==> src/sv/mqrx_pkg.sv <==
package mqrx_pkg;

    localparam int MAX_LENGTH_BYTES_DEF = 4;

    localparam int KA_W    = 24;
    localparam int CNT_W   = 25;
    localparam int LEN_W   = 28;
    localparam int TLEN_W  = 16;
    localparam int PADDR_W = 3;
    localparam int PDATA_W = 32;

    localparam logic [KA_W-1:0]  KA_RESET = 24'd15000;
    localparam logic [CNT_W-1:0] CNT_MAX  = {CNT_W{1'b1}};

    // packet type nibbles
    localparam logic [3:0] T_NONE     = 4'd0;
    localparam logic [3:0] T_PUBLISH  = 4'd3;
    localparam logic [3:0] T_PINGREQ  = 4'd12;
    localparam logic [3:0] T_PINGRESP = 4'd13;

    // register index taken from the word address
    localparam logic REG_KEEPALIVE = 1'b0;

    typedef enum logic [1:0] {
        REQ_BYTE    = 2'd0,
        REQ_TICK    = 2'd1,
        REQ_SENT    = 2'd2,
        REQ_CONNECT = 2'd3
    } t_req;

    typedef enum logic [2:0] {
        ACT_NONE     = 3'd0,
        ACT_PINGREQ  = 3'd1,
        ACT_PINGRESP = 3'd2,
        ACT_PUB_HEAD = 3'd3,
        ACT_PUB_BYTE = 3'd4,
        ACT_DROP     = 3'd5,
        ACT_MALFORM  = 3'd6
    } t_action;

    typedef enum logic [2:0] {
        PH_HEAD = 3'd0,
        PH_LEN  = 3'd1,
        PH_THI  = 3'd2,
        PH_TLO  = 3'd3,
        PH_FWD  = 3'd4,
        PH_SKIP = 3'd5
    } t_phase;

    typedef struct packed {
        t_action           action;
        logic [3:0]        packet_type;
        logic [TLEN_W-1:0] topic_length;
        logic [LEN_W-1:0]  payload_length;
        logic [7:0]        data_byte;
        logic              last;
    } t_result;

endpackage

==> src/sv/mqrx_if.sv <==
interface mqrx_req_if;
    logic       valid;
    logic       ready;
    logic [1:0] req_type;
    logic [7:0] rx_byte;

    modport source (output valid, req_type, rx_byte, input ready);
    modport sink   (input valid, req_type, rx_byte, output ready);
endinterface

interface mqrx_res_if;
    logic                        valid;
    logic                        ready;
    logic [2:0]                  action;
    logic [3:0]                  packet_type;
    logic [mqrx_pkg::TLEN_W-1:0] topic_length;
    logic [mqrx_pkg::LEN_W-1:0]  payload_length;
    logic [7:0]                  data_byte;
    logic                        last;

    modport source (output valid, action, packet_type, topic_length, payload_length,
                    data_byte, last, input ready);
    modport sink   (input valid, action, packet_type, topic_length, payload_length,
                    data_byte, last, output ready);
endinterface

==> src/sv/mqrx_regs.sv <==
module mqrx_regs (
    input  logic                         i_clk,
    input  logic                         i_rst_n,
    input  logic                         psel,
    input  logic                         penable,
    input  logic                         pwrite,
    input  logic [mqrx_pkg::PADDR_W-1:0] paddr,
    input  logic [mqrx_pkg::PDATA_W-1:0] pwdata,
    output logic [mqrx_pkg::PDATA_W-1:0] prdata,
    output logic                         pready,
    output logic [mqrx_pkg::KA_W-1:0]    o_keepalive_ticks
);

    logic [mqrx_pkg::KA_W-1:0] r_keepalive;
    logic                      w_sel_ka;

    assign pready   = 1'b1;
    assign w_sel_ka = (paddr[mqrx_pkg::PADDR_W-1] == mqrx_pkg::REG_KEEPALIVE);

    always_ff @(posedge i_clk) begin
        if (!i_rst_n) begin
            r_keepalive <= mqrx_pkg::KA_RESET;
        end else if (psel && penable && pwrite && pready && w_sel_ka) begin
            r_keepalive <= pwdata[mqrx_pkg::KA_W-1:0];
        end
    end

    always_comb begin
        prdata = '0;
        if (w_sel_ka) begin
            prdata = {{(mqrx_pkg::PDATA_W - mqrx_pkg::KA_W){1'b0}}, r_keepalive};
        end
    end

    assign o_keepalive_ticks = r_keepalive;

endmodule

==> src/sv/mqtt_rx_parser_keepalive_unit.sv <==
// An accepted request's result reaches o_res through the input register, then the result
//   register; requests that cause no result leave o_res untouched.
// Throughput: one request per cycle, set by the single-pass parser/keepalive update
//   between the input and result registers; o_res back-pressure stalls the input side.
// Reset (i_rst_n low, synchronous): link down, no ping pending, idle counters and parser
//   cleared, both pipeline registers empty, keepalive_ticks back to 15000.
module mqtt_rx_parser_keepalive_unit #(
    parameter int MAX_LENGTH_BYTES = mqrx_pkg::MAX_LENGTH_BYTES_DEF
) (
    input  logic                         i_clk,
    input  logic                         i_rst_n,
    mqrx_req_if.sink                     i_req,
    mqrx_res_if.source                   o_res,
    input  logic                         psel,
    input  logic                         penable,
    input  logic                         pwrite,
    input  logic [mqrx_pkg::PADDR_W-1:0] paddr,
    input  logic [mqrx_pkg::PDATA_W-1:0] pwdata,
    output logic [mqrx_pkg::PDATA_W-1:0] prdata,
    output logic                         pready
);

    localparam int CW = mqrx_pkg::CNT_W;
    localparam int LW = mqrx_pkg::LEN_W;
    localparam int TW = mqrx_pkg::TLEN_W;
    localparam int KW = mqrx_pkg::KA_W;

    // ------------------------------------------------------------------
    // Configuration register
    // ------------------------------------------------------------------
    logic [KW-1:0] w_keepalive;

    mqrx_regs u_regs (
        .i_clk             (i_clk),
        .i_rst_n           (i_rst_n),
        .psel              (psel),
        .penable           (penable),
        .pwrite            (pwrite),
        .paddr             (paddr),
        .pwdata            (pwdata),
        .prdata            (prdata),
        .pready            (pready),
        .o_keepalive_ticks (w_keepalive)
    );

    // ------------------------------------------------------------------
    // Input register: hold one request until the parser consumes it
    // ------------------------------------------------------------------
    logic              r_in_v;
    mqrx_pkg::t_req    r_in_req;
    logic [7:0]        r_in_byte;

    logic              r_out_v;
    mqrx_pkg::t_result r_out;

    logic              w_fire;
    logic              w_in_ready;

    // consume the held request when the result register is free or draining
    assign w_fire     = r_in_v && (!r_out_v || o_res.ready);
    assign w_in_ready = !r_in_v || w_fire;
    assign i_req.ready = w_in_ready;

    always_ff @(posedge i_clk) begin
        if (!i_rst_n) begin
            r_in_v <= 1'b0;
        end else if (w_in_ready) begin
            r_in_v <= i_req.valid;
        end
    end

    always_ff @(posedge i_clk) begin
        if (i_req.valid && w_in_ready) begin
            r_in_req  <= mqrx_pkg::t_req'(i_req.req_type);
            r_in_byte <= i_req.rx_byte;
        end
    end

    // ------------------------------------------------------------------
    // Link, keepalive and parser state
    // ------------------------------------------------------------------
    logic                  r_link_up,    n_link_up;
    logic                  r_ping,       n_ping;
    logic [CW-1:0]         r_rx_cnt,     n_rx_cnt;
    logic [CW-1:0]         r_tx_cnt,     n_tx_cnt;
    mqrx_pkg::t_phase      r_phase,      n_phase;
    logic [3:0]            r_type,       n_type;
    logic [LW-1:0]         r_len,        n_len;
    logic [1:0]            r_idx,        n_idx;
    logic [7:0]            r_thi,        n_thi;

    mqrx_pkg::t_result     w_res;
    logic                  w_res_valid;

    // shared arithmetic for the phases
    logic [CW-1:0]         w_rx_inc;
    logic [CW-1:0]         w_tx_inc;
    logic                  w_timeout;
    logic [4:0]            w_shamt;
    logic [LW-1:0]         w_len_acc;
    logic [LW-1:0]         w_len_dec;
    logic                  w_last_digit;
    logic [TW-1:0]         w_tlen;
    logic [LW-1:0]         w_tlen_ext;

    assign w_rx_inc  = (r_rx_cnt == mqrx_pkg::CNT_MAX) ? r_rx_cnt : r_rx_cnt + 1'b1;
    assign w_tx_inc  = (r_tx_cnt == mqrx_pkg::CNT_MAX) ? r_tx_cnt : r_tx_cnt + 1'b1;
    assign w_timeout = (w_rx_inc > {1'b0, w_keepalive}) || (w_tx_inc > {1'b0, w_keepalive});

    // digit weight is 128^idx: shift by 7*idx = 4*idx + 2*idx + idx
    assign w_shamt      = {1'b0, r_idx, 2'b00} + {2'b00, r_idx, 1'b0} + {3'b000, r_idx};
    assign w_len_acc    = r_len + ({{(LW-7){1'b0}}, r_in_byte[6:0]} << w_shamt);
    assign w_len_dec    = r_len - 1'b1;
    assign w_last_digit = (({1'b0, r_idx} + 3'd1) >= 3'(MAX_LENGTH_BYTES));
    assign w_tlen       = {r_thi, r_in_byte};
    assign w_tlen_ext   = {{(LW-TW){1'b0}}, w_tlen};

    always_comb begin
        n_link_up   = r_link_up;
        n_ping      = r_ping;
        n_rx_cnt    = r_rx_cnt;
        n_tx_cnt    = r_tx_cnt;
        n_phase     = r_phase;
        n_type      = r_type;
        n_len       = r_len;
        n_idx       = r_idx;
        n_thi       = r_thi;
        w_res       = '0;
        w_res_valid = 1'b0;

        unique case (r_in_req)
            mqrx_pkg::REQ_CONNECT: begin
                // (re)start the session from a clean parser
                n_link_up = 1'b1;
                n_ping    = 1'b0;
                n_rx_cnt  = '0;
                n_tx_cnt  = '0;
                n_phase   = mqrx_pkg::PH_HEAD;
                n_type    = mqrx_pkg::T_NONE;
                n_len     = '0;
                n_idx     = '0;
                n_thi     = '0;
            end
            mqrx_pkg::REQ_SENT: begin
                // host activity counts even while the link is down
                n_tx_cnt = '0;
            end
            mqrx_pkg::REQ_TICK: begin
                if (r_link_up) begin
                    n_rx_cnt = w_rx_inc;
                    n_tx_cnt = w_tx_inc;
                    if (w_timeout) begin
                        w_res_valid = 1'b1;
                        if (r_ping) begin
                            // unanswered ping: drop link, counts are not cleared
                            n_link_up    = 1'b0;
                            n_phase      = mqrx_pkg::PH_HEAD;
                            n_type       = mqrx_pkg::T_NONE;
                            n_len        = '0;
                            n_idx        = '0;
                            n_thi        = '0;
                            w_res.action = mqrx_pkg::ACT_DROP;
                        end else begin
                            n_rx_cnt          = '0;
                            n_tx_cnt          = '0;
                            n_ping            = 1'b1;
                            w_res.action      = mqrx_pkg::ACT_PINGREQ;
                            w_res.packet_type = mqrx_pkg::T_PINGREQ;
                        end
                    end
                end
            end
            mqrx_pkg::REQ_BYTE: begin
                if (r_link_up) begin
                    w_res.packet_type = r_type;
                    unique case (r_phase)
                        mqrx_pkg::PH_LEN: begin
                            n_len = w_len_acc;
                            if (r_in_byte[7]) begin
                                if (w_last_digit) begin
                                    // continuation on the final allowed digit
                                    n_phase      = mqrx_pkg::PH_HEAD;
                                    n_idx        = '0;
                                    w_res_valid  = 1'b1;
                                    w_res.action = mqrx_pkg::ACT_MALFORM;
                                end else begin
                                    n_idx = r_idx + 2'd1;
                                end
                            end else begin
                                n_idx    = '0;
                                n_rx_cnt = '0;
                                n_phase  = (w_len_acc != '0) ? mqrx_pkg::PH_SKIP
                                                             : mqrx_pkg::PH_HEAD;
                                if (r_type == mqrx_pkg::T_PINGREQ) begin
                                    w_res_valid  = 1'b1;
                                    w_res.action = mqrx_pkg::ACT_PINGRESP;
                                end else if (r_type == mqrx_pkg::T_PINGRESP) begin
                                    n_ping = 1'b0;
                                end else if (r_type == mqrx_pkg::T_PUBLISH) begin
                                    if (w_len_acc < LW'(2)) begin
                                        w_res_valid  = 1'b1;
                                        w_res.action = mqrx_pkg::ACT_MALFORM;
                                    end else begin
                                        n_phase = mqrx_pkg::PH_THI;
                                    end
                                end
                            end
                        end
                        mqrx_pkg::PH_THI: begin
                            n_thi   = r_in_byte;
                            n_len   = w_len_dec;
                            n_phase = mqrx_pkg::PH_TLO;
                        end
                        mqrx_pkg::PH_TLO: begin
                            n_len       = w_len_dec;
                            w_res_valid = 1'b1;
                            if (w_tlen_ext > w_len_dec) begin
                                // topic runs past the packet: skip the rest
                                n_phase      = (w_len_dec != '0) ? mqrx_pkg::PH_SKIP
                                                                 : mqrx_pkg::PH_HEAD;
                                w_res.action = mqrx_pkg::ACT_MALFORM;
                            end else begin
                                n_phase              = (w_len_dec != '0) ? mqrx_pkg::PH_FWD
                                                                         : mqrx_pkg::PH_HEAD;
                                w_res.action         = mqrx_pkg::ACT_PUB_HEAD;
                                w_res.topic_length   = w_tlen;
                                w_res.payload_length = w_len_dec - w_tlen_ext;
                            end
                        end
                        mqrx_pkg::PH_FWD: begin
                            n_len = w_len_dec;
                            if (w_len_dec == '0) begin
                                n_phase = mqrx_pkg::PH_HEAD;
                            end
                            w_res_valid     = 1'b1;
                            w_res.action    = mqrx_pkg::ACT_PUB_BYTE;
                            w_res.data_byte = r_in_byte;
                            w_res.last      = (w_len_dec == '0);
                        end
                        mqrx_pkg::PH_SKIP: begin
                            n_len = w_len_dec;
                            if (w_len_dec == '0) begin
                                n_phase = mqrx_pkg::PH_HEAD;
                            end
                        end
                        default: begin
                            // header byte: latch type, start the length field
                            n_type  = r_in_byte[7:4];
                            n_len   = '0;
                            n_idx   = '0;
                            n_phase = mqrx_pkg::PH_LEN;
                        end
                    endcase
                end
            end
            default: begin
            end
        endcase
    end

    // advance state only when the held request is consumed
    always_ff @(posedge i_clk) begin
        if (!i_rst_n) begin
            r_link_up <= 1'b0;
            r_ping    <= 1'b0;
            r_rx_cnt  <= '0;
            r_tx_cnt  <= '0;
            r_phase   <= mqrx_pkg::PH_HEAD;
            r_type    <= mqrx_pkg::T_NONE;
            r_len     <= '0;
            r_idx     <= '0;
            r_thi     <= '0;
        end else if (w_fire) begin
            r_link_up <= n_link_up;
            r_ping    <= n_ping;
            r_rx_cnt  <= n_rx_cnt;
            r_tx_cnt  <= n_tx_cnt;
            r_phase   <= n_phase;
            r_type    <= n_type;
            r_len     <= n_len;
            r_idx     <= n_idx;
            r_thi     <= n_thi;
        end
    end

    // ------------------------------------------------------------------
    // Result register: hold until the sink takes it
    // ------------------------------------------------------------------
    always_ff @(posedge i_clk) begin
        if (!i_rst_n) begin
            r_out_v <= 1'b0;
        end else if (w_fire) begin
            r_out_v <= w_res_valid;
        end else if (o_res.ready) begin
            r_out_v <= 1'b0;
        end
    end

    always_ff @(posedge i_clk) begin
        if (w_fire && w_res_valid) begin
            r_out <= w_res;
        end
    end

    assign o_res.valid          = r_out_v;
    assign o_res.action         = r_out.action;
    assign o_res.packet_type    = r_out.packet_type;
    assign o_res.topic_length   = r_out.topic_length;
    assign o_res.payload_length = r_out.payload_length;
    assign o_res.data_byte      = r_out.data_byte;
    assign o_res.last           = r_out.last;

    // ------------------------------------------------------------------
    // Assertions
    // ------------------------------------------------------------------
    a_no_empty_result: assert property (@(posedge i_clk) disable iff (!i_rst_n)
        r_out_v |-> (r_out.action != mqrx_pkg::ACT_NONE))
        else $error("result presented with no action");

    a_last_on_byte: assert property (@(posedge i_clk) disable iff (!i_rst_n)
        (r_out_v && r_out.last) |-> (r_out.action == mqrx_pkg::ACT_PUB_BYTE))
        else $error("last marker on a non-forwarded result");

    a_down_parser_idle: assert property (@(posedge i_clk) disable iff (!i_rst_n)
        !r_link_up |-> (r_phase == mqrx_pkg::PH_HEAD))
        else $error("parser active while link is down");

    a_drop_clears_link: assert property (@(posedge i_clk) disable iff (!i_rst_n)
        (w_fire && w_res_valid && (w_res.action == mqrx_pkg::ACT_DROP)) |=> !r_link_up)
        else $error("link still up after timeout drop");

endmodule
==> src/flat_wrapper.sv <==
// flat-port wrapper written by rule: the top's interface ports become plain ports
module mqtt_rx_parser_keepalive_unit_flat 
#(
    parameter int MAX_LENGTH_BYTES = mqrx_pkg::MAX_LENGTH_BYTES_DEF
)
  (i_clk, i_rst_n, psel, penable, pwrite, paddr, pwdata, prdata, pready, i_req_valid, i_req_req_type, i_req_rx_byte, i_req_ready, o_res_valid, o_res_action, o_res_packet_type, o_res_topic_length, o_res_payload_length, o_res_data_byte, o_res_last, o_res_ready);
  mqrx_req_if i_req_i ();
  mqrx_res_if o_res_i ();
  input  logic i_clk;
  input  logic i_rst_n;
  input  logic psel;
  input  logic penable;
  input  logic pwrite;
  input  logic [mqrx_pkg::PADDR_W-1:0] paddr;
  input  logic [mqrx_pkg::PDATA_W-1:0] pwdata;
  output logic [mqrx_pkg::PDATA_W-1:0] prdata;
  output logic pready;
  input wire logic [$bits(i_req_i.valid)-1:0] i_req_valid;
  input wire logic [$bits(i_req_i.req_type)-1:0] i_req_req_type;
  input wire logic [$bits(i_req_i.rx_byte)-1:0] i_req_rx_byte;
  output wire logic [$bits(i_req_i.ready)-1:0] i_req_ready;
  output wire logic [$bits(o_res_i.valid)-1:0] o_res_valid;
  output wire logic [$bits(o_res_i.action)-1:0] o_res_action;
  output wire logic [$bits(o_res_i.packet_type)-1:0] o_res_packet_type;
  output wire logic [$bits(o_res_i.topic_length)-1:0] o_res_topic_length;
  output wire logic [$bits(o_res_i.payload_length)-1:0] o_res_payload_length;
  output wire logic [$bits(o_res_i.data_byte)-1:0] o_res_data_byte;
  output wire logic [$bits(o_res_i.last)-1:0] o_res_last;
  input wire logic [$bits(o_res_i.ready)-1:0] o_res_ready;
  assign i_req_i.valid = i_req_valid;
  assign i_req_i.req_type = i_req_req_type;
  assign i_req_i.rx_byte = i_req_rx_byte;
  assign i_req_ready = i_req_i.ready;
  assign o_res_valid = o_res_i.valid;
  assign o_res_action = o_res_i.action;
  assign o_res_packet_type = o_res_i.packet_type;
  assign o_res_topic_length = o_res_i.topic_length;
  assign o_res_payload_length = o_res_i.payload_length;
  assign o_res_data_byte = o_res_i.data_byte;
  assign o_res_last = o_res_i.last;
  assign o_res_i.ready = o_res_ready;
  mqtt_rx_parser_keepalive_unit #(.MAX_LENGTH_BYTES(MAX_LENGTH_BYTES)) u_core (.i_clk(i_clk), .i_rst_n(i_rst_n), .i_req(i_req_i), .o_res(o_res_i), .psel(psel), .penable(penable), .pwrite(pwrite), .paddr(paddr), .pwdata(pwdata), .prdata(prdata), .pready(pready));
endmodule
==> config.mk <==
export PLATFORM = sky130hd
export DESIGN_NAME = mqtt_rx_parser_keepalive_unit_flat
export DESIGN_NICKNAME = d
export VERILOG_FILES = /design/src/sv/mqrx_pkg.sv /design/src/sv/mqrx_if.sv /design/src/sv/mqrx_regs.sv /design/src/sv/mqtt_rx_parser_keepalive_unit.sv /design/src/flat_wrapper.sv
export SDC_FILE = /design/constraint.sdc
export NUM_CORES = 1
export LEC_CHECK = 0
export BUFFER_PORTS_ARGS = -buffer_cell sky130_fd_sc_hd__buf_2
export CORE_ASPECT_RATIO = 1.1
export CORE_MARGIN = 5
export CORE_UTILIZATION = 45
export DETAILED_ROUTE_END_ITERATION = 8
export PLACE_DENSITY = 0.61
export SLEW_MARGIN = 20
export SYNTH_ARGS = -nofsm -noshare
export SYNTH_HDL_FRONTEND = slang
export SYNTH_HIERARCHICAL = 1
export SYNTH_SLANG_ARGS = --single-unit
export TNS_END_PERCENT = 1
==> constraint.sdc <==
create_clock -name i_clk -period 10 [get_ports i_clk]
set_input_delay 1 -clock i_clk [delete_from_list [all_inputs] [get_ports i_clk]]
set_output_delay 1 -clock i_clk [all_outputs]
set_load 0.01 [all_outputs]
* Yosys cells after proc, flatten, opt, wreduce, memory -nomap -nowiden
Cells that the tools add are included.
** Operators by class
- Bitwise gates (word level) :: 4
- Equality and inequality tests :: 26
- Reductions and logical operators :: 35
- Muxes and demuxes :: 99
- Shift-type cells :: 1
- Magnitude comparators :: 5
- Add/subtract/negate cells :: 9
** Operator list (count)
- $mux 25 :: 11
- $mux 28 :: 4
- $mux 44 :: 2
- $pmux 28 s3 :: 1
- $pmux 25 s3 :: 1
- $mux 3 :: 23
- $mux 60 :: 1
- $pmux 28 s2 :: 1
- $reduce_bool 28->1 :: 2
- $add 25x1->25 const B :: 2
- $eq 25x25->1 const B :: 2
- $gt 25x24->1 :: 2
- $pmux 25 s2 :: 1
- $mux 8 :: 5
- $add 28x28->28 :: 1
- $gt 16x28->1 :: 1
- $logic_not 28->1 :: 1
- $lt 28x2->1 const B :: 1
- $shl 7x5->28 :: 1
- $sub 28x1->28 const B :: 1
- $sub 28x16->28 :: 1
- $mux 24 :: 1
- $mux 4 :: 6
- $pmux 8 s3 :: 1
- 44 further kinds :: 106
** Storage, ports and cells
- Logic and storage cells :: 199
- Register bits :: 193
- Bits of input ports :: 52

* Longest topological paths before layout
Gate-level depths: netlist (run 1).
- Word-level depth :: 14
- Depth in mapped cells :: 22
- Mapped depth without buffers :: 20

* Cells and area by module
Netlist (run 1), hierarchy kept.
** Modules (own cells, without submodules)
- mqtt_rx_parser_keepalive_unit :: area an instance 12941.2 um2, times used 1, cells each 1592
- mqrx_regs :: area an instance 1260.0 um2, times used 1, cells each 142

* Least setup slack after synthesis (run 1)
No wires, ideal clock.
- Kind :: register -> register
- Start :: reg u_core.r_rx_cnt[13]
- End :: reg u_core.r_out, in the netlist u_core/o_res.action[0], enable pin
- Slack :: 0.879 ns
- Stages on the path, launching flop included :: 19
- Arrival :: 8.549 ns
- Data required time :: 9.428 ns
- Path buffers :: 1
- Library setup time :: 0.572 ns
- Path through :: dfxtp_1 > clkbuf_1 > and4_1 > and4_1 > nand4_1 > and3_1 > and3_1 > and3_1 > and2_1 > xor2_1 > ha_1 > nand4_1 > or3_1 > a21oi_1 > a21oi_1 > o311ai_1 > nor2_1 > a2111oi_0 > a21boi_0
** Between the ends
- Longest elaborated chain between the ends :: 8
- Elaborated cells on any way between the ends :: 9
- Classes of those cells :: 1 x add/sub; 1 x order compare; 1 x eq/ne; 4 x mux; 2 x reduce/logical
** Ends and longest elaborated chain
- start: declaration :: line mqtt_rx_parser_keepalive_unit.sv:84 : logic [CW-1:0] r_rx_cnt, n_rx_cnt;
- start signal: assignment :: line mqtt_rx_parser_keepalive_unit.sv:276 : r_rx_cnt <= n_rx_cnt;
- $add 25x1->25 or $eq 25x25->1 (tied branches) :: line mqtt_rx_parser_keepalive_unit.sv:106 : assign w_rx_inc = (r_rx_cnt == mqrx_pkg::CNT_MAX) ? r_rx_cnt : r_rx_cnt + 1'b1;
- $mux 25 (*) :: line mqtt_rx_parser_keepalive_unit.sv:106
- $gt 25x24->1 (*) :: line mqtt_rx_parser_keepalive_unit.sv:108 : assign w_timeout = (w_rx_inc > {1'b0, w_keepalive}) || (w_tx_inc > {1'b0, w_keepalive});
- $logic_or 1x1->1 (*) :: line mqtt_rx_parser_keepalive_unit.sv:108
- $mux 1 (*) :: line mqtt_rx_parser_keepalive_unit.sv:152 : if (w_timeout) begin
- $mux 1 (*) :: line mqtt_rx_parser_keepalive_unit.sv:149 : if (r_link_up) begin
- $pmux 1 s2 (*) :: line mqtt_rx_parser_keepalive_unit.sv:131 : unique case (r_in_req)
- $logic_and 1x1->1 (*) :: line mqtt_rx_parser_keepalive_unit.sv:300 : if (w_fire && w_res_valid) begin
- end signal: assignment :: line mqtt_rx_parser_keepalive_unit.sv:301 : r_out <= w_res;
- end: declaration :: line mqtt_rx_parser_keepalive_unit.sv:54 : mqrx_pkg::t_result r_out;
Every way passes the cells marked *; elsewhere a longest branch is shown, timed or not.
A chain may end at the register's enable or synchronous reset.

* Worst setup path after layout (run 1)
- Start :: reg u_core.r_idx[0]
- End :: reg u_core.r_out, in the netlist u_core/o_res.topic_length[12], enable pin
** Between the ends
- Longest elaborated chain between the ends :: 14
- Elaborated cells on any way between the ends :: 17
- Classes of those cells :: 4 x add/sub; 2 x order compare; 1 x shift; 9 x mux; 1 x reduce/logical
** Ends and longest elaborated chain
- start: declaration :: line mqtt_rx_parser_keepalive_unit.sv:89 : logic [1:0] r_idx, n_idx;
- start signal: assignment :: line mqtt_rx_parser_keepalive_unit.sv:281 : r_idx <= n_idx;
- $add 4x3->5 :: line mqtt_rx_parser_keepalive_unit.sv:111 : assign w_shamt = {1'b0, r_idx, 2'b00} + {2'b00, r_idx, 1'b0} + {3'b000, r_idx};
- $add 5x2->5 :: line mqtt_rx_parser_keepalive_unit.sv:111
- $shl 7x5->28 :: line mqtt_rx_parser_keepalive_unit.sv:112 : assign w_len_acc = r_len + ({{(LW-7){1'b0}}, r_in_byte[6:0]} << w_shamt);
- $add 28x28->28 :: line mqtt_rx_parser_keepalive_unit.sv:112
- $lt 28x2->1 :: line mqtt_rx_parser_keepalive_unit.sv:200 : if (w_len_acc < LW'(2)) begin
- $mux 1 :: line mqtt_rx_parser_keepalive_unit.sv:200
- $mux 1 :: line mqtt_rx_parser_keepalive_unit.sv:199 : end else if (r_type == mqrx_pkg::T_PUBLISH) begin
- $mux 1 :: line mqtt_rx_parser_keepalive_unit.sv:197 : end else if (r_type == mqrx_pkg::T_PINGRESP) begin
- $mux 1 :: line mqtt_rx_parser_keepalive_unit.sv:194 : if (r_type == mqrx_pkg::T_PINGREQ) begin
- $mux 1 (*) :: line mqtt_rx_parser_keepalive_unit.sv:179 : if (r_in_byte[7]) begin
- $pmux 1 s2 (*) :: line mqtt_rx_parser_keepalive_unit.sv:176 : unique case (r_phase)
- $mux 1 (*) :: line mqtt_rx_parser_keepalive_unit.sv:174 : if (r_link_up) begin
- $pmux 1 s2 (*) :: line mqtt_rx_parser_keepalive_unit.sv:131
- $logic_and 1x1->1 (*) :: line mqtt_rx_parser_keepalive_unit.sv:300
Marks and branches as above.

==> metrics, run 1 <==
crit path max fanout=39; Fin Hold WS=between 400 and 500 ps; DR vias=about 13000; element type at the critical path end=flip-flop; Setup Fix Bufs, Post-CTS=0; initial antenna violation count=0; EDFF count, synth=70; largest net degree at the start of global routing=96; clock sink total=roughly 190; # hold bufs at CTS=0; Worst setup SP type=flip-flop; YS warnings=6; I/O pin count=~150; Peak supply drop=between 0.1 and 0.15 mV; routed length per instance=roughly 19 um; DRT Pass-1 Iters=6; setup TNS=0 ps; Total Nets Final=roughly 2000; worst min path class=reg -> reg; GRT Util Overall=0.241; Layout area overhead=10.7%; worst skew pair latency=~440 ps; Slew Viols, Final=0; die width=179 um; Worst Path Required=between 10000 and 15000 ps; RSZ-0062 raised after global routing=no; f_max=roughly 140 MHz; Post-synth ARST share=0; Hold Vio Cnt, Final=0; critical path class=reg -> reg; ant diodes=0; die area=0.0352 sq mm; sequential share of the synthesized area=0.321; R2R Setup Slk=between 2000 and 3000 ps; first-pass GRT wire length=around 68 mm; MaxCap Viol Count=0; DRT antenna net count=0; Placeable Area=0.0313 sq mm; DP HPWL=between 30 and 40 mm; number of synthesized register bits=around 190; vias in the first global route=between 10000 and 15000; clock-pin slew on the worst setup and hold paths=approximately 80 ps; synth top area cells=dfxtp_1 17%, edfxtp_1 15%, ha_1 8.6%; RePlAce Congestion=about 0.96; root buffer cell=clkbuf_16; DRC viols=0; Die H=196 um; Post-synth top flop=dfxtp_1; area leader, netlist=dfxtp_1; Final min period=between 7000 and 8000 ps; post-synthesis cell area=between 0.01 and 0.015 sq mm; routed wire length=around 43 mm; Initial Utilization=0.454; clk buf depth=2; Final period util=0.738; CP Data Arrival Time=7460 ps; Slew headroom=0.301; status=finished, final reports clean; Post-Syn Instances=about 1700; share of post-route cells with drive strength above 1=0.116; Clock Skews=11.5 ps; Synth top area share=0.173; Synth cell types=approximately 90; TritonCTS clock tree=done; syn_area_per_cell=8.19 sq um; # fillers=3168; Pwr Total=1.96 mW; total grt overflow=0; post-CTS sizing=0; row cnt=between 60 and 70; final setup violation count=0; 1st-iter DRT viols=910; fin util=0.502; leak pwr=~6.2 nW; Pwr Density=~120 mW/mm^2; actual slew at the worst max-slew pin=1020 ps; DP Worst Slack=around 2700 ps; Worst Setup Slack, final=about 2600 ps; number of vias per cell=between 5 and 6; H-tree depth=4; Num CTS Buffers=17; Port Buffer Count=approximately 130
-- sequential cells by signal (all words and copies together), names as in the netlist, 16 cells and up --
name and cells:
u_core/r_rx_cnt 25, u_core/r_tx_cnt 25, u_core/u_regs/o_keepalive_ticks 24, u_core/r_len 28, u_core/o_res.topic_length 16, u_core/o_res.payload_length 28
-- where the power goes --
| group | internal (mW) | switching, mW |
|---|---|---|
| Clock | 0.363 | 0.352 |
| Sequential | 0.817 | 0.0181 |
| Combinational | 0.151 | 0.257 |
| Total | 1.33 | 0.627 |
-- layer usage --
metal / track usage / vias to the layer above / share of wire
met4: 0.0982 / 0 / 0.041
met2: 0.430 / 435 / 0.50
met1: 0.291 / 6271 / 0.41
met3: 0.0314 / 91 / 0.049
li1: - / 6440 / -
met5: 0 / - / 0
-- final cells by class --
| cell class | count | area, sq um | area share |
|---|---|---|---|
| clock inverters | 15 | 193 | 0.0123 |
| multi-input cells | 1381 | 8990 | 0.572 |
| repair buffers | 139 | 746 | 0.0475 |
| inverters | 72 | 270 | 0.0172 |
| clock buffers | 17 | 425 | 0.0271 |
| well taps | 420 | 526 | 0.0334 |
| flip-flops and latches | 193 | 4560 | 0.290 |
-- cell usage in the layout (no fill, tap or decap), types with 12 or more instances in the layout --
cell type	Yosys	routed
nor2_1	217	217
nand2_1	144	144
buf_2	3	127
dfxtp_1	123	123
a21oi_1	104	102
ha_1	98	98
inv_1	71	71
xnor2_1	70	70
edfxtp_1	70	70
o21ai_0	63	63
nor3_1	62	62
nand3_1	57	57
nor2b_1	48	48
nand4_1	44	44
a22oi_1	41	41
a21o_1	37	37
mux2i_1	36	36
xor2_1	33	33
nor4_1	28	27
and3_1	24	24
a211oi_1	20	20
and2_1	18	18
clkbuf_16	0	17
nand2b_1	15	15
o211ai_1	13	13
and4_1	12	12
-- worst paths after layout --
check	start	to	cells past startpoint
max	u_core/r_idx[0]	u_core/o_res.topic_length[12]	17
max reg2reg	u_core/r_idx[0]	u_core/o_res.topic_length[12]	17
min reg2reg	u_core/u_regs/o_keepalive_ticks[6]	u_core/u_regs/o_keepalive_ticks[6]	2
min	u_core/u_regs/o_keepalive_ticks[6]	u_core/u_regs/o_keepalive_ticks[6]	2
-- cells by family (layout without fill, tap and decap cells) --
group	Yosys count	count (layout)	synth area share
other	2	9	0.000529
flip-flops	193	193	0.321
XOR/XNOR	103	103	0.0635
multiplexers	40	40	0.0285
adder cells (fa/ha/maj)	100	100	0.0892
AO/OA/AOI/OAI	402	402	0.191
buffers and inverters	167	243	0.0501
AND/OR/NAND/NOR	727	727	0.256
-- synthesized netlist by cell type, drive strengths merged (6+ instances only) --
master / number
nand2: 145
nand4: 44
o22ai: 10
a211oi: 21
o31ai: 8
nor4: 30
or3: 9
mux2i: 36
nand2b: 15
dfxtp: 123
o211ai: 13
or2: 10
nand3b: 9
inv: 72
nor2b: 48
buf: 20
ha: 98
clkbuf: 75
a31oi: 11
a21oi: 104
xor2: 33
nand3: 58
xnor2: 70
nor3: 64
and4: 12
and3: 24
o21a: 9
or4: 6
o21ai: 63
nor2: 218
a21o: 37
edfxtp: 70
a22oi: 41
and2: 20
-- stage by stage --
stage,instances,instance area (sq um)
finish,2237,15700
global route,2237,15700
CTS,2236,15700
floorplan,1741,14200
detailed placement,2204,15100
global placement,2204,15100
-- critical path: stages (launching register included) --
cell,delay (ps)
dfxtp_1,610
inv_1,260
ha_1,610
mux2_2,400
a22o_1,300
mux2i_1,290
nor2_1,90
ha_1,370
a21oi_1,310
o21ai_0,190
a211oi_1,590
o21ai_0,220
a21oi_1,250
xnor2_1,130
nor4_1,780
nand4_1,370
a21boi_4,670
buf_4,540
Power figures use the tool's default switching activity.
==> run 2, diff against run 1 <==
- clock period: 10 -> 7.6 ns (I/O delays scaled with it)
==> metrics, run 2 (synthesized netlist as in run 1, its figures left out) <==
Crit path max-delay family=compound AO/OA/AOI/OAI gates (unchanged); clock network power share=0.353 (was 0.365); Non-Filler Instances=2236 (was 2237); Clock Skews=17.3 ps (was 11.5 ps); I/O pin count=147 (unchanged); total grt overflow=0 (unchanged); clock sink total=193 (unchanged); largest net degree at the start of global routing=95 (was 96); post-CTS sizing=0 (unchanged); row cnt=68 (unchanged); Setup Fix Bufs, Post-CTS=0 (unchanged); Peak supply drop=0.103 mV (was 0.118 mV); fraction of power consumed by sequential logic=0.436 (was 0.427); Sw Share=0.323 (was 0.320); Cell Chain, Critical Path=inv_1, ha_1, mux2_2, a22o_1, mux2i_1, nor2_1, ha_1, a21oi_1, o21ai_0, a211oi_1, o21ai_0, a21oi_1, xnor2_1, nor4_1, nand4_1, a21boi_4, buf_12 (was inv_1, ha_1, mux2_2, a22o_1, mux2i_1, nor2_1, ha_1, a21oi_1, o21ai_0, a211oi_1, o21ai_0, a21oi_1, xnor2_1, nor4_1, nand4_1, a21boi_4, buf_4); RePlAce Congestion=0.920 (was 0.960); buffers and inverters on the worst path=2 (unchanged); initial antenna violation count=0 (unchanged); root buffer cell=clkbuf_16 (unchanged); Placeable Area=0.0313 sq mm (unchanged); critical path class=reg -> reg (unchanged); ant diodes=0 (unchanged); Pwr Total=2.52 mW (was 1.96 mW); die width=179 um (unchanged); most frequent cells in the layout=217 x nor2_1, 144 x nand2_1, 127 x buf_2 (unchanged); actual slew at the worst max-slew pin=1080 ps (was 1020 ps); DP HPWL=33.5 mm (was 33.1 mm); # fillers=3121 (was 3168); # hold bufs at CTS=0 (unchanged); routed length per instance=19.4 um (was 19.3 um); status=finished, final reports clean (unchanged); element type at the critical path end=flip-flop (unchanged); DR vias=13168 (was 13237); GRT Util Overall=0.242 (was 0.241); routed wire length=43.5 mm (was 43.1 mm); DRC viols=0 (unchanged); number of vias per cell=5.89 (was 5.92); Port Buffer Count=127 (unchanged); Comb pwr share=0.211 (was 0.208); Initial Utilization=0.454 (unchanged); Internal Power=1.71 mW (was 1.33 mW); Slew Viols, Final=0 (unchanged); first-pass GRT wire length=67.8 mm (about the same); CP Data Arrival Time=6850 ps (was 7460 ps); Inst Count DP=2204 (unchanged); DRT Pass-1 Iters=5 (was 6); TritonCTS clock tree=done (unchanged); 1st-iter DRT viols=979 (was 910); Slew headroom=0.283 (was 0.301); Worst setup SP type=flip-flop (unchanged); Num CTS Buffers=17 (unchanged); Pwr Density=161 mW/mm^2 (was 125 mW/mm^2); die area=0.0352 sq mm (unchanged); Final period util=0.886 (was 0.738); leak pwr=6.16 nW (was 6.19 nW); Layout area overhead=10.2% (was 10.7%); CP max stage delay=820 ps (was 780 ps); Final min period=6730 ps (was 7380 ps); clock-pin slew on the worst setup and hold paths=70 ps (was 80 ps); Hold Vio Cnt, Final=0 (unchanged); clk buf depth=2 (unchanged); crit path max fanout=61 (was 39); H-tree depth=4 (unchanged); worst skew pair latency=450 ps (was 440 ps); MaxCap Viol Count=0 (unchanged); share of post-route cells with drive strength above 1=0.116 (about the same); DRT antenna net count=0 (unchanged); critical path's slowest cell=nor4_1 (unchanged); Die H=196 um (unchanged); worst min path class=reg -> reg (unchanged); Worst Path Required=7720 ps (was 10080 ps); f_max=149 MHz (was 135 MHz); Psw=0.815 mW (was 0.627 mW); fin util=0.500 (was 0.502); final setup violation count=0 (unchanged); RSZ-0062 raised after global routing=no (unchanged); Total Nets Final=1955 (was 1956); most common cell after layout, fill and taps aside=nor2_1 (unchanged); vias in the first global route=12495 (was 12583); setup TNS=0 ps (unchanged)
## run 2: cell count changes in the layout (fill, tap and decap cells not counted), sizes merged
cell,before,now
bufinv,1,0
buf,139,138
clkinv,5,3
inv,79,82
## run 2: worst paths after layout
path,from,cells past startpoint,slack (ps),to
setup reg to reg,u_core/r_idx[0],17,870,u_core/o_res.payload_length[20]
hold reg to reg,u_core/u_regs/o_keepalive_ticks[16],2,480,u_core/u_regs/o_keepalive_ticks[16]
hold / removal,u_core/u_regs/o_keepalive_ticks[16],2,480,u_core/u_regs/o_keepalive_ticks[16]
setup / recovery,u_core/r_idx[0],17,870,u_core/o_res.payload_length[20]
## run 2: metrics by stage
stage	area, sq um	hold WS [ps]	worst slack, ps
detailed placement	15100	461	993
CTS	15600	472	974
floorplan	14200	443	70.1
finish	15600	476	868
global route	15600	481	356
global placement	15100	459	1060
## run 2: area by class of cell
class	count	area, sq um	area share
clock buffer	17	425	0.0272
clock inverter	15	138	0.00880
inverter	72	270	0.0173
multi-input combinational	1381	8990	0.575
sequential	193	4560	0.292
tap	420	526	0.0336
timing repair buffer	138	731	0.0467
## run 2: routing by layer
metal	vias up	track usage	wire, um
met5	-	0	0
met4	0	0.115	2190
met3	108	0.0308	2210
met2	460	0.428	21500
met1	6153	0.290	17600
li1	6447	-	-
## run 2: worst register-to-register path, cell delays in order (launching register included)
cell and delay (ps):
dfxtp_1 620, inv_1 250, ha_1 620, mux2_2 400
a22o_1 280, mux2i_1 310, nor2_1 90, ha_1 380
a21oi_1 290, o21ai_0 180, a211oi_1 610, o21ai_0 230
a21oi_1 210, xnor2_1 120, nor4_1 820, nand4_1 400
a21boi_4 270, buf_12 320
## run 2: power by group through the flow
stage	logic [mW]	registers, mW	clock network, mW
after global routing	0.578	1.10	0.951
final	0.533	1.10	0.890
after floorplan	0.396	1.11	0
after detailed placement	0.522	1.12	0
after global placement	0.518	1.12	0
after CTS	0.524	1.10	0.909
==> run 3, diff against run 2 <==
- CAP_MARGIN: default -> 20
- CORE_UTILIZATION: 45 -> 60
- PLACE_DENSITY: 0.61 -> 0.78
==> metrics, run 3 (synthesized netlist as in run 1, its figures left out) <==
post-placement cell area=0.0149 sq mm (was 0.0151 sq mm); Hold Vio Cnt, Final=0 (unchanged); setup TNS=0 ps (unchanged); Clock Skews=14.3 ps (was 17.3 ps); Finished Cell Area=0.0155 sq mm (was 0.0156 sq mm); critical path's slowest cell=dfxtp_1 (was nor4_1); f_max=147 MHz (was 149 MHz); DP HPWL=32.5 mm (was 33.5 mm); DRC viols=0 (unchanged); element type at the critical path end=flip-flop (unchanged); Initial Utilization=0.605 (was 0.454); actual slew at the worst max-slew pin=1120 ps (was 1080 ps); Slew headroom=0.254 (was 0.283); Inst Count DP=2089 (was 2204); CP max stage delay=620 ps (was 820 ps); status=finished, final reports clean (unchanged); Cell Chain, Critical Path=inv_1, ha_1, mux2_2, a22o_1, mux2i_1, nor2_1, ha_1, a21oi_1, o21ai_0, a211oi_1, o21ai_0, a21oi_1, xnor2_1, nor4_1, nand4_1, a21boi_4, buf_4 (was inv_1, ha_1, mux2_2, a22o_1, mux2i_1, nor2_1, ha_1, a21oi_1, o21ai_0, a211oi_1, o21ai_0, a21oi_1, xnor2_1, nor4_1, nand4_1, a21boi_4, buf_12); crit path max fanout=61 (unchanged); Crit path max-delay family=compound AO/OA/AOI/OAI gates (unchanged); share of post-route cells with drive strength above 1=0.115 (was 0.116); routed length per instance=19.9 um (was 19.4 um); reg-to-reg endpoint=u_core/o_res.payload_length[26] (was u_core/o_res.payload_length[20]); R2R Setup Slk=800 ps (was 870 ps); Num CTS Buffers=17 (unchanged); die width=157 um (was 179 um); clk buf depth=2 (unchanged); Setup Fix Bufs, Post-CTS=0 (unchanged); post-CTS sizing=0 (unchanged); vias in the first global route=12808 (was 12495); TritonCTS clock tree=done (unchanged); buffers and inverters on the worst path=2 (unchanged); Non-Filler Instances=2121 (was 2236); crit path capture=u_core/o_res.payload_length[26] (was u_core/o_res.payload_length[20]); # hold bufs at CTS=0 (unchanged); RePlAce Congestion=1.04 (was 0.920); routed wire length=42.2 mm (was 43.5 mm); worst skew pair latency=440 ps (was 450 ps); Peak supply drop=0.147 mV (was 0.103 mV); DRT antenna net count=0 (unchanged); worst min path class=reg -> reg (unchanged); I/O pin count=147 (unchanged); GRT Util Overall=0.308 (was 0.242); DR vias=13417 (was 13168); Total Nets Final=1955 (unchanged); Die H=171 um (was 196 um); Final min period=6800 ps (was 6730 ps); clock-pin slew on the worst setup and hold paths=80 ps (was 70 ps); largest net degree at the start of global routing=96 (was 95); Pwr Density=163 mW/mm^2 (was 161 mW/mm^2); Worst setup SP type=flip-flop (unchanged); most frequent cells in the layout=217 x nor2_1, 144 x nand2_1, 127 x buf_2 (unchanged); MaxCap Viol Count=0 (unchanged); initial antenna violation count=0 (unchanged); Worst Setup SP=u_core/r_idx[0] (unchanged); die area=0.0268 sq mm (was 0.0352 sq mm); ant diodes=0 (unchanged); Port Buffer Count=127 (unchanged); # fillers=1974 (was 3121); RSZ-0062 raised after global routing=no (unchanged); row cnt=59 (was 68); hold depth=2 (unchanged); most common cell after layout, fill and taps aside=nor2_1 (unchanged); 1st-iter DRT viols=1279 (was 979); CP Data Arrival Time=6870 ps (was 6850 ps); critical path class=reg -> reg (unchanged); first-pass GRT wire length=66.1 mm (was 67.8 mm); root buffer cell=clkbuf_16 (unchanged); H-tree depth=4 (unchanged); Worst Path Required=7670 ps (was 7720 ps); worst r2r src=u_core/r_idx[0] (unchanged); final setup violation count=0 (unchanged); critical path depth in cells=17 (unchanged); Reg2Reg Depth=17 (unchanged); fin util=0.661 (was 0.500); total grt overflow=0 (unchanged); Placeable Area=0.0235 sq mm (was 0.0313 sq mm); leak pwr=6.17 nW (was 6.16 nW); DRT Pass-1 Iters=8 (was 5); Final period util=0.895 (was 0.886); Slew Viols, Final=0 (unchanged); number of vias per cell=6.33 (was 5.89); Layout area overhead=9.28% (was 10.2%); clock sink total=193 (unchanged)
-- run 3: stage by stage --
| step | setup WS [ps] | hold WS (ps) | power [mW] |
|---|---|---|---|
| 2_1_floorplan | 70.1 | 443 | 1.51 |
| 3_3_place_gp | 1130 | 456 | 1.63 |
| 3_5_place_dp | 997 | 465 | 1.64 |
| 4_1_cts | 964 | 475 | 2.53 |
| 5_1_grt | 415 | 480 | 2.63 |
| 6_report | 799 | 473 | 2.53 |
-- run 3: cell type report --
class / count / area (sq um) / area share
inverter: 72 / 270 / 0.0174
multi-input combinational: 1381 / 9000 / 0.580
timing repair buffer: 138 / 718 / 0.0463
clock inverter: 14 / 154 / 0.00992
tap: 305 / 382 / 0.0246
clock buffer: 18 / 429 / 0.0277
sequential: 193 / 4560 / 0.294
-- run 3: worst min path at each step --
stage / startpoint / endpoint
floorplan: u_core/u_regs/o_keepalive_ticks[10] / u_core/u_regs/o_keepalive_ticks[10]
global placement: u_core/u_regs/o_keepalive_ticks[16] / u_core/u_regs/o_keepalive_ticks[16]
detailed placement: u_core/u_regs/o_keepalive_ticks[15] / u_core/u_regs/o_keepalive_ticks[15]
CTS: u_core/u_regs/o_keepalive_ticks[14] / u_core/u_regs/o_keepalive_ticks[14]
global route: i_req_req_type[0] / u_core/r_in_req[0]
finish: u_core/u_regs/o_keepalive_ticks[15] / u_core/u_regs/o_keepalive_ticks[15]
-- run 3: power breakdown --
| group | switching, mW | internal, mW |
|---|---|---|
| registers | 0.0244 | 1.08 |
| clock network | 0.454 | 0.442 |
| logic | 0.337 | 0.197 |
| total | 0.816 | 1.72 |
-- run 3: worst reg2reg max path: stages (launching register included) --
cell and delay, ps:
dfxtp_1 620, inv_1 260, ha_1 600, mux2_2 410
a22o_1 280, mux2i_1 310, nor2_1 130, ha_1 390
a21oi_1 310, o21ai_0 210, a211oi_1 570, o21ai_0 220
a21oi_1 210, xnor2_1 130, nor4_1 530, nand4_1 350
a21boi_4 220, buf_4 620
-- run 3: metal layers --
metal  wire length [um]  global-route usage
met5                  0                   0
met4               2470               0.170
met3               2450              0.0365
met2              21100               0.557
met1              16100               0.353
